File: config.mk
export PLATFORM = sky130hd
export DESIGN_NAME = ciu_control
export DESIGN_NICKNAME = d
export VERILOG_FILES = /design/src/rtl/ciu_pkg.sv /design/src/rtl/ciu_control.sv
export SDC_FILE = /design/constraint.sdc
export NUM_CORES = 1
export LEC_CHECK = 0
export ABC_AREA = 1
export BUFFER_PORTS_ARGS = -buffer_cell sky130_fd_sc_hd__buf_4
export CORE_AREA = 2 2 39 41
export CTS_BUF_LIST = sky130_fd_sc_hd__clkbuf_8 sky130_fd_sc_hd__clkbuf_16
export DETAILED_ROUTE_END_ITERATION = 16
export DIE_AREA = 0 0 41 43
export GPL_TIMING_DRIVEN = 1
export PLACE_DENSITY = 0.54
export SKIP_LAST_GASP = 1
export SLEW_MARGIN = 20
export SYNTH_ARGS = -nofsm -noshare
export SYNTH_HDL_FRONTEND = slang
export SYNTH_SLANG_ARGS = --single-unit
File: constraint.sdc
create_clock -name clk -period 1.2 [get_ports clk]
set_clock_uncertainty 0.15 [all_clocks]
set_input_delay 0.36 -clock clk [delete_from_list [all_inputs] [get_ports clk]]
set_output_delay 0.36 -clock clk [all_outputs]
set_load 0.01 [all_outputs]
File: src/rtl/ciu_pkg.sv
// package for the execute unit: opcodes, controller states, command and status types
`timescale 1ns / 1ps
`default_nettype none
package ciu_pkg;
  localparam int NUM_REGS_DEF = 32;
  localparam int MEM_WORDS_DEF = 4096;
  localparam int DATA_WIDTH_DEF = 32;
  localparam int REG_AW = 5;

  localparam logic [5:0] OP_ADD = 6'h01, OP_SUB = 6'h02, OP_AND = 6'h03, OP_OR = 6'h04,
    OP_XOR = 6'h05, OP_LSL = 6'h06, OP_LSR = 6'h07, OP_LDR = 6'h08, OP_STR = 6'h09,
    OP_JMP = 6'h0A, OP_JAL = 6'h0B, OP_BEQ = 6'h0C, OP_BNE = 6'h0D, OP_MOV = 6'h0E,
    OP_CMP = 6'h0F, OP_PUSH = 6'h10, OP_POP = 6'h11, OP_CALL = 6'h12, OP_RET = 6'h13,
    OP_IRET = 6'h14, OP_NOP = 6'h15, OP_HLT = 6'h16, OP_MUL = 6'h17, OP_DIV = 6'h18,
    OP_MOD = 6'h19, OP_NOT = 6'h1A, OP_NEG = 6'h1B, OP_INC = 6'h1C, OP_DEC = 6'h1D,
    OP_ASL = 6'h1E, OP_ASR = 6'h1F, OP_SWI = 6'h20, OP_SEXT = 6'h21, OP_ZEXT = 6'h22,
    OP_MFS = 6'h23, OP_MTS = 6'h24, OP_OUT = 6'h25, OP_IN = 6'h26;

  localparam logic [7:0] TRAP_INVALID = 8'h01;
  localparam logic [7:0] FLAG_ZERO = 8'h02;
  localparam logic [7:0] FLAG_SIGN = 8'h04;

  typedef enum logic [2:0] {
    ST_IDLE, ST_READ, ST_EXEC, ST_DIV, ST_MEM, ST_WB, ST_OUT
  } state_t;

  typedef struct packed {
    logic latch;
    logic read;
    logic exec;
    logic div_start;
    logic mem_cap;
    logic wb;
  } cmd_t;

  typedef struct packed {
    logic is_div;
    logic is_mem_read;
    logic div_done;
  } status_t;
endpackage
`default_nettype wire

File: src/rtl/ciu_control.sv
// controller state machine: sequences read, execute, divide, memory, writeback and output
`timescale 1ns / 1ps
`default_nettype none
module ciu_control import ciu_pkg::*; (
  input  wire logic    clk,
  input  wire logic    rst,
  input  wire logic    in_valid,
  output logic         in_stall,
  output logic         out_valid,
  input  wire logic    out_stall,
  input  wire status_t stat,
  output cmd_t         cmd
);
  state_t state, state_next;
  always_ff @(posedge clk) begin
    if (rst) state <= ST_IDLE;
    else state <= state_next;
  end
  always_comb begin
    state_next = state;
    cmd = '0;
    in_stall = 1'b1;
    out_valid = 1'b0;
    unique case (state)
      ST_IDLE: begin
        in_stall = 1'b0;
        if (in_valid) begin
          cmd.latch = 1'b1;
          state_next = ST_READ;
        end
      end
      ST_READ: begin
        cmd.read = 1'b1;
        state_next = ST_EXEC;
      end
      ST_EXEC: begin
        if (stat.is_div) begin
          cmd.div_start = 1'b1;
          state_next = ST_DIV;
        end else begin
          cmd.exec = 1'b1;
          state_next = stat.is_mem_read ? ST_MEM : ST_WB;
        end
      end
      ST_DIV: begin
        if (stat.div_done) begin
          cmd.exec = 1'b1;
          state_next = ST_WB;
        end
      end
      ST_MEM: begin
        cmd.mem_cap = 1'b1;
        state_next = ST_WB;
      end
      ST_WB: begin
        cmd.wb = 1'b1;
        state_next = ST_OUT;
      end
      ST_OUT: begin
        out_valid = 1'b1;
        if (!out_stall) state_next = ST_IDLE;
      end
      default: state_next = ST_IDLE;
    endcase
  end
endmodule
`default_nettype wire

==> results of run 1 <==
==> cells by family (layout without fill, tap and decap cells) <==
kind of cell | count (synthesis) | count (layout) | share of synthesized area
AND/OR/NAND/NOR | 31 | 31 | 0.599
flip-flops | 3 | 3 | 0.216
buffers and inverters | 10 | 42 | 0.135
AO/OA/AOI/OAI | 2 | 2 | 0.0495
==> cell type report <==
| class | count | area, um2 |
|---|---|---|
| Clock buffer | 3 | 41.3 |
| Clock inverter | 1 | 3.75 |
| Fill cell | 147 | 758 |
| Inverter | 10 | 40.0 |
| Multi-Input combinational cell | 33 | 235 |
| Sequential cell | 3 | 71.3 |
| Tap cell | 16 | 20.0 |
| Timing Repair Buffer | 28 | 214 |
==> layout by cell type (no fill, tap or decap), drive strengths merged <==
cell / n
buf: 28
clkbuf: 3
dfxtp: 3
inv: 11
nand2: 10
nand3: 3
nand4: 2
nor2: 15
nor3: 1
o21ai: 2
==> per-layer routing <==
metal  routed length, um  vias up  GRT usage  share of wire
met5                   0        -          0              0
met4                   0        0     0.0400              0
met1                 342      165      0.139           0.41
met3                  41        0     0.0471          0.049
met2                 449       11      0.147           0.54
li1                    -      202          -              -
==> cells in the mapped netlist <==
master   instances  share of area
nor2_1          10           0.14
nand2_1          9           0.12
inv_1            7          0.095
dfxtp_1          3           0.22
inv_2            3          0.041
nor2_2           3          0.068
nand3_2          2          0.072
nand4_1          2          0.045
nor2_4           2          0.081
nand2_2          1          0.023
nand3_1          1          0.018
nor3_2           1          0.036
o21ai_1          1          0.018
o21ai_2          1          0.032
==> worst reg2reg max path: stages (launching register included) <==
cell and delay, ns:
dfxtp_4 0.37, inv_4 0.06, buf_4 0.13, nand4_1 0.12, nand2_1 0.11, nor3_4 0.13
nor2_2 0.04
==> stage by stage <==
step	util	std cells	TNS, ns	setup slack (ns)
5_1_grt	0.452	94	-3.37	-0.441
4_1_cts	0.422	91	-2.55	-0.380
3_3_place_gp	0.366	85	-0.928	-0.155
6_report	0.452	94	-2.63	-0.372
3_5_place_dp	0.366	85	-0.960	-0.149
2_1_floorplan	-	46	-0.161	-0.0362
==> worst paths after layout <==
| check | to | slack (ns) | cells past startpoint |
|---|---|---|---|
| worst min-delay path | state[1] | 0.15 | 2 |
| worst min register to register | state[0] | 0.57 | 5 |
| worst max-delay path | cmd[3] | -0.37 | 5 |
| worst max register to register | state[1] | -0.02 | 6 |
==> power groups by stage <==
stage | clock [mW] | sequential (mW) | combinational, mW
2_1_floorplan | 0 | 0.187 | 0.365
3_3_place_gp | 0 | 0.192 | 0.652
3_5_place_dp | 0 | 0.194 | 0.655
4_1_cts | 0.288 | 0.203 | 0.730
5_1_grt | 0.297 | 0.216 | 0.874
6_report | 0.280 | 0.209 | 0.792
==> what timing repair did <==
| item | 4_1_cts | 5_1_grt |
|---|---|---|
| resized for setup | 6 | 5 |
| hold buffers | 0 | 0 |
| endpoints found under the setup margin | 11 | 11 |
| pin swaps | 4 | 5 |
| setup buffers | 3 | 3 |
| hold endpoints to repair | 0 | 0 |
==> summary.md, run 1 <==
| Metric | Value |
|---|---|
| Vias in the first global route | `326` |
| Crit-path max cell delay | `0.37 ns` |
| Area Growth Syn to Fin | `125%` |
| First-pass GRT wire length | `1250 um` |
| Slowest cell on the critical path | `dfxtp_4` |
| Core box area | `1380 um2` |
| Top Ports | `15` |
| Worst Path Class, Setup | `flip-flop to output port` |
| Final Cell Area | `626 um2` |
| Drt first pass iters | `2` |
| Clock latency on the worst-skew pair | `0.21 ns` |
| Failing checks | `negative setup slack` |
| Final Hold Fails | `0` |
| Via density | `4.02` |
| CP cell instances | `inv_2 > nor2_4 > o21ai_2 > nor2_2 > buf_4` |
| Antenna-violating nets left | `0` |
| Power Dens Cells | `2050 nW/um2` |
| Fmax | `0.636 GHz` |
| CTS tree | `done` |
| Crit path DAT | `1.06 ns` |
| Hold Crit Start | `rst` |
| Largest net degree at the start of global routing | `6` |
| RD Place Congestion | `0.780` |
| Ant diodes | `0` |
| CTS H-tree depth | `1` |
| CTS sink count | `3` |
| Final Total Pwr | `1.28 mW` |
| Top Registers | `state: 3 flops` |
| Slew @ Worst Pin | `0.164 ns` |
| Power Internal | `783 uW` |
| Die area | `1760 um2` |
| Grt ovf | `0` |
| Worst Path Buf+Inv | `2` |
| Net Count, Synth | `53` |
| Post-Synthesis Cells | `46` |
| Unique masters post-synth | `14` |
| Total CTS buffers | `3` |
| Count of nets after finishing | `86` |
| Max Slew Vio Count | `0` |
| Final setup violation count | `10` |
| Fin crit share | `1.31` |
| Clock root buffer | `clkbuf_8` |
| Post-route DRC violation count | `0` |
| Share of layout cells above drive strength 1 | `0.756` |
| Synth warn | `0` |
| CP Launch Point | `state[1]` |
| Cell Area, Synth | `278 um2` |
| Post-DR wirelength/cell | `8.85 um` |
| Max-slew headroom | `0.890` |
| Final HPWL DP | `626 um` |
| Total GRT Usage | `0.106` |
| Drt first-iter violations | `2` |
| Clock network power share | `0.219` |
| Via count | `378` |
| Avg Cell Area, Syn | `6.04 um2` |
| Crit path time final | `1.57 ns` |
| Longest Clk Path Bufs | `2` |
| Final setup margin | `-0.372 ns` |
| CP max FO | `5` |
| Max VDD drop | `0.884 mV` |
| Synth Register Bits | `3` |
| Critical path capture point type | `output port` |
| Sw frac | `0.388` |
| CP Launch Type | `flip-flop` |
| Net Sw Power | `497 uW` |
| Drt total wl | `832 um` |
| Site Rows | `14` |
| Worst hold slack | `0.150 ns` |
| R2R Path Start | `state[0]` |
| RSZ-0062 raised after global routing | `true` |
| Delay-heaviest family, CP | `flip-flops` |
| Antenna violations before repair | `0` |
| Largest register FFs | `3` |
| MaxCap Viol Count | `0` |
| Chip width | `41 um` |
| Seq/Total Area, Yosys | `0.216` |
| CTS clock-pin slew for the worst setup and hold paths | `0.03 ns` |
| Die Y | `43 um` |
| Hold Path Class | `input port to flip-flop` |
| Top reg by flops | `state` |
| Placed inst area | `507 um2` |
| Reg power frac | `0.163` |
| Initial Util | `0.201` |
| Combinational Power Share | `0.618` |
| Port bufs | `14` |
| Lkg Pwr | `0.338 nW` |
| Run status | `complete, but fails checks` |
| CP required | `0.69 ns` |
(Power assumes the default switching activity.)
==> run 2, diff against run 1 <==
PLACE_DENSITY = 0.44   (was 0.54)
==> run 2 against run 1 <==
- the flow still finishes with violations (negative setup slack)
- first-iteration DRC count down 50%
- register-to-register slack worse by 0.08 ns
- critical path depth unchanged
- combinational power down 4.5%
- worst hold slack better by 0.0041 ns
- final area down 3.8%
- highest routed layer unchanged
- critical endpoint unchanged
- sequential cell count unchanged
- clock power about the same
- core utilization down 1.7 points
- worst setup slack better by 0.016 ns
- power down 1.5%
- die area unchanged
==> summary.md, run 2 (synthesized netlist as in run 1, its figures left out) <==
| Metric | Value |
|---|---|
| CTS H-tree depth | `1 (unchanged)` |
| Post-route DRC violation count | `0 (unchanged)` |
| Chip width | `41 um (unchanged)` |
| Placed inst area | `499 um2 (-1.5%)` |
| Hold Path Class | `input port to flip-flop` |
| Ant diodes | `0 (unchanged)` |
| Met2 wire len | `444 um (-1.1%)` |
| Met1 WL | `345 um (+0.88%)` |
| Critical path capture point type | `output port` |
| Via count | `381 (+0.79%)` |
| Drt first pass iters | `3 (+1)` |
| Fmax | `0.643 GHz (+1.0%)` |
| Initial Util | `0.201 (unchanged)` |
| Top reg by flops | `state` |
| Max-slew headroom | `0.885 (-0.00499)` |
| Largest net degree at the start of global routing | `6 (unchanged)` |
| Post-DR wirelength/cell | `8.99 um (+1.6%)` |
| Setup WS pre-CTS | `-0.203 ns (-0.0540 ns)` |
| Drt total wl | `827 um (-0.60%)` |
| Via density | `4.14 (+3.0%)` |
| Commonest non-fill, non-tap cell in the layout | `buf_4` |
| RD Place Congestion | `0.733 (-6.0%)` |
| Run status | `complete, but fails checks` |
| Final Hold Fails | `0 (unchanged)` |
| Area Growth Syn to Fin | `117%` |
| Count of nets after finishing | `84 (-2.3%)` |
| Final Cell Area | `602 um2 (-3.8%)` |
| CP Launch Type | `flip-flop` |
| Crit path time final | `1.56 ns (-0.0159 ns)` |
| Vias in the first global route | `352 (+8.0%)` |
| WHS Path Cells | `2 (unchanged)` |
| Fin crit share | `1.30 (-0.0133)` |
| Antenna violations before repair | `0 (unchanged)` |
| Power Dens Cells | `2100 nW/um2 (+2.4%)` |
| Die area | `1760 um2 (unchanged)` |
| Clock root buffer | `clkbuf_8` |
| Grt ovf | `0 (unchanged)` |
| Slew @ Worst Pin | `0.171 ns (+0.00703 ns)` |
| Core box area | `1380 um2 (unchanged)` |
| Die Y | `43 um (unchanged)` |
| Final setup margin | `-0.356 ns (+0.0159 ns)` |
| CTS clock-pin slew for the worst setup and hold paths | `0.03 ns (about the same)` |
| CP required | `0.69 ns (about the same)` |
| Longest Clk Path Bufs | `2 (unchanged)` |
| Commonest non-fill, non-tap cells in the layout | `24 x buf_4, 7 x nor2_2, 7 x nand2_1, 6 x inv_1, 5 x nor2_4` |
| Top sig layer | `met3` |
| Port bufs | `14 (unchanged)` |
| Worst Path Class, Setup | `flip-flop to output port` |
| MaxCap Viol Count | `0 (unchanged)` |
| CP max FO | `5 (unchanged)` |
| Max VDD drop | `0.952 mV (+7.6%)` |
| Largest register FFs | `3 (unchanged)` |
| Antenna-violating nets left | `0 (unchanged)` |
| Share of layout cells above drive strength 1 | `0.737 (-0.0196)` |
| R2R depth | `9 (+3)` |
| CTS sink count | `3 (unchanged)` |
| Worst hold slack | `0.154 ns (+0.00407 ns)` |
| Crit path DAT | `1.05 ns (about the same)` |
| Total CTS buffers | `3 (unchanged)` |
| CTS tree | `done` |
| Drt first-iter violations | `1 (-1)` |
| Lkg Pwr | `0.314 nW (-6.9%)` |
| Top Registers | `state: 3 flops` |
| DR WL met3 | `37 um (-9.8%)` |
| Total GRT Usage | `0.124 (+0.0190)` |
| Top Ports | `15 (unchanged)` |
| Failing checks | `negative setup slack` |
| Site Rows | `14 (unchanged)` |
| Clock latency on the worst-skew pair | `0.21 ns (about the same)` |
| First-pass GRT wire length | `1440 um (+15%)` |
| Max Slew Vio Count | `0 (unchanged)` |
| RSZ-0062 raised after global routing | `true` |
| Final setup violation count | `11 (+1)` |
| Final HPWL DP | `644 um (+2.9%)` |
run 2: cell type report:
cell class | count | area (um2)
fill | 153 | 782
multi-input combinational | 33 | 218
timing repair buffer | 26 | 203
sequential | 3 | 71.3
inverter | 10 | 45.0
clock buffer | 3 | 41.3
tap | 16 | 20.0
clock inverter | 1 | 3.75
run 2: power by group:
part           leakage, nW  total, mW  internal (mW)  switching, mW
Clock               0.0269      0.281          0.217         0.0632
Combinational        0.261      0.756          0.405          0.351
Sequential          0.0267      0.225          0.149         0.0757
run 2: worst paths after layout:
kind,from,to,slack (ns)
setup reg to reg,state[1],state[0],-0.10
hold / removal,rst,state[1],0.15
hold reg to reg,state[2],state[2],0.55
setup / recovery,state[1],cmd[3],-0.36
run 2: layer usage:
metal  up-vias  global-route usage
met5         -                   0
met4         0               0.100
met3         0              0.0471
met2         8               0.166
met1       170               0.151
li1        203                   -
run 2: repair_timing:
action,CTS,global route
hold buffers,0,0
pin swaps,5,2
setup endpoints to repair,11,11
buffers inserted,2,2
gates resized for setup,10,1
run 2: stage by stage:
step | std cells | utilization | TNS, ns | total power [mW]
detailed placement | 84 | 0.361 | -1.07 | 0.836
global route | 92 | 0.435 | -3.30 | 1.36
floorplan | 46 | - | -0.161 | 0.552
finish | 92 | 0.435 | -2.63 | 1.26
global placement | 84 | 0.361 | -1.09 | 0.839
CTS | 90 | 0.422 | -2.43 | 1.25
run 2: worst max-delay path, cell delays in order, from the launching register on:
cell     delay [ns]
dfxtp_4        0.38
inv_4          0.04
nor2_4         0.11
o21ai_2        0.08
nor2_2         0.10
buf_4          0.12
==> run 3, diff against run 2 <==
SKIP_CTS_REPAIR_TIMING = 1   (was not set)
==> run 3 against run 2 <==
- the flow still finishes with violations (negative setup slack)
- global-route usage shrank 0.70 points
- core utilization down 0.81 points
- final area down 1.9%
- clock power barely moved
- critical path type unchanged
- maximum frequency up 1.7%
- sequential share of layout area rose by 0.23 points
- power shrank 4.0%
- worst setup slack better by 0.026 ns
- count of clock-buffer cells in the layout is the same
- first-iteration DRC count increased by 100%
- critical endpoint is now cmd[2]
- register-to-register slack got worse by 0.06 ns
==> summary.md, run 3 (synthesized netlist as in run 1, its figures left out) <==
| Metric | Value |
|---|---|
| Antenna-violating nets left | `0 (unchanged)` |
| CP Launch Type | `flip-flop` |
| Slew @ Worst Pin | `0.159 ns (-0.0127 ns)` |
| CP required | `0.69 ns (about the same)` |
| Via density | `4.16 (+0.34%)` |
| MaxCap Viol Count | `0 (unchanged)` |
| Fillers | `151 (-1.3%)` |
| Longest Clk Path Bufs | `2 (unchanged)` |
| Drt first-iter violations | `2 (+1)` |
| Final setup violation count | `11 (unchanged)` |
| Site Rows | `14 (unchanged)` |
| Final Hold Fails | `0 (unchanged)` |
| Crit path time final | `1.53 ns (-0.0265 ns)` |
| Top reg by flops | `state` |
| Core box area | `1380 um2 (unchanged)` |
| Power Dens Cells | `2050 nW/um2 (-2.1%)` |
| Top Ports | `15 (unchanged)` |
| Antenna violations before repair | `0 (unchanged)` |
| Top Registers | `state: 3 flops` |
| R2R Path Start | `state[1]` |
| Sequential Area | `71.3 um2 (unchanged)` |
| Setup TNS | `-2.52 ns (+0.113 ns)` |
| Hold Path Class | `input port to flip-flop` |
| Grt ovf | `0 (unchanged)` |
| Placed inst area | `499 um2 (unchanged)` |
| Commonest non-fill, non-tap cells in the layout | `22 x buf_4, 7 x nor2_2, 7 x nand2_1, 6 x inv_1, 5 x nor2_4` |
| Clock root buffer | `clkbuf_8` |
| Ant diodes | `0 (unchanged)` |
| End-of-flow core utilization | `0.427 (-0.00814)` |
| Largest register FFs | `3 (unchanged)` |
| CTS tree | `done` |
| Vias in the first global route | `334 (-5.1%)` |
| Run status | `complete, but fails checks` |
| Die Y | `43 um (unchanged)` |
| Drt first pass iters | `4 (+1)` |
| Final Total Pwr | `1.21 mW (-4.0%)` |
| Largest net degree at the start of global routing | `6 (unchanged)` |
| Drt total wl | `842 um (+1.8%)` |
| Area taken by multi-input logic gates | `224 um2 (+2.9%)` |
| Final HPWL DP | `644 um (unchanged)` |
| RD Place Congestion | `0.733 (unchanged)` |
| Total CTS buffers | `3 (unchanged)` |
| Crit path DAT | `1.02 ns (-0.03 ns)` |
| CTS clock-pin slew for the worst setup and hold paths | `0.03 ns (about the same)` |
| Hold Crit Start | `rst` |
| Critical path capture point type | `output port` |
| Setup WS pre-CTS | `-0.203 ns (unchanged)` |
| Max VDD drop | `0.940 mV (-1.2%)` |
| RSZ-0062 raised after global routing | `true` |
| Max Slew Vio Count | `0 (unchanged)` |
| CTS sink count | `3 (unchanged)` |
| Post-route DRC violation count | `0 (unchanged)` |
| Clock latency on the worst-skew pair | `0.21 ns (about the same)` |
| Area Growth Syn to Fin | `113%` |
| Commonest non-fill, non-tap cell in the layout | `buf_4` |
| Post-DR wirelength/cell | `9.36 um (+4.1%)` |
| Worst Hold End | `state[1]` |
| Total GRT Usage | `0.117 (-0.00703)` |
| Fin crit share | `1.27 (-0.0220)` |
| FF-to-FF End | `state[1]` |
| Via count | `374 (-1.8%)` |
| WHS Path Cells | `2 (unchanged)` |
| First-pass GRT wire length | `1350 um (-5.8%)` |
| Count of nets after finishing | `82 (-2.4%)` |
| Final Cell Area | `591 um2 (-1.9%)` |
| Share of layout cells above drive strength 1 | `0.730 (-0.00711)` |
| CP max FO | `5 (unchanged)` |
| Placed Cells | `84 (unchanged)` |
| Lkg Pwr | `0.308 nW (-1.9%)` |
| Post-Layout Cell Count | `90 (-2.2%)` |
| Worst hold slack | `0.154 ns (+0.000122 ns)` |
| Failing checks | `negative setup slack` |
| CTS H-tree depth | `1 (unchanged)` |
| Max-slew headroom | `0.894 (+0.00878)` |
| Fmax | `0.654 GHz (+1.7%)` |
| Final setup margin | `-0.330 ns (+0.0265 ns)` |
| Initial Util | `0.201 (unchanged)` |
| R2R depth | `9 (unchanged)` |
| Worst Path Class, Setup | `flip-flop to output port` |
| Port bufs | `14 (unchanged)` |
| R2R Setup Slk | `-0.16 ns (-0.06 ns)` |
| Die area | `1760 um2 (unchanged)` |
| Chip width | `41 um (unchanged)` |
-- run 3: cell types whose count changed in the layout (fill, tap and decap cells not counted) --
cell,previous run,this run
buf_4,24,22
nor3_2,1,0
nor3_4,0,1
inv_4,1,0
inv_2,3,4
-- run 3: power by group --
part           leakage [nW]  switching, mW  internal (mW)
clock network        0.0269         0.0632          0.217
logic                 0.255          0.350          0.361
registers            0.0267         0.0711          0.149
-- run 3: critical path: stages, from the launching register on --
cell and delay (ns):
dfxtp_4 0.37, inv_2 0.05, nor2_4 0.11, nand2_2 0.07, nor2_4 0.09, buf_6 0.10
-- run 3: worst max-delay path by stage --
stage | from | endpoint | slack [ns] | cells after the start
global placement | stat[2] | cmd[3] | -0.19 | 5
global route | state[1] | cmd[2] | -0.39 | 5
floorplan | state[0] | cmd[5] | -0.04 | 3
CTS | state[0] | cmd[5] | -0.37 | 4
detailed placement | stat[2] | cmd[3] | -0.20 | 5
finish | state[1] | cmd[2] | -0.33 | 5
-- run 3: metal layers --
metal / part of all wire / vias to the layer above / track usage
met5: 0 / - / 0
met4: 0 / 0 / 0.100
met3: 0.046 / 0 / 0.0471
met2: 0.52 / 8 / 0.150
met1: 0.43 / 166 / 0.145
li1: - / 200 / -
-- run 3: layout make-up --
type                    count  share of cell area
clock buffers               3              0.0699
clock inverters             1             0.00636
inverters                  10              0.0720
multi-input cells          33               0.379
flip-flops and latches      3               0.121
well taps                  16              0.0339
repair buffers             24               0.318
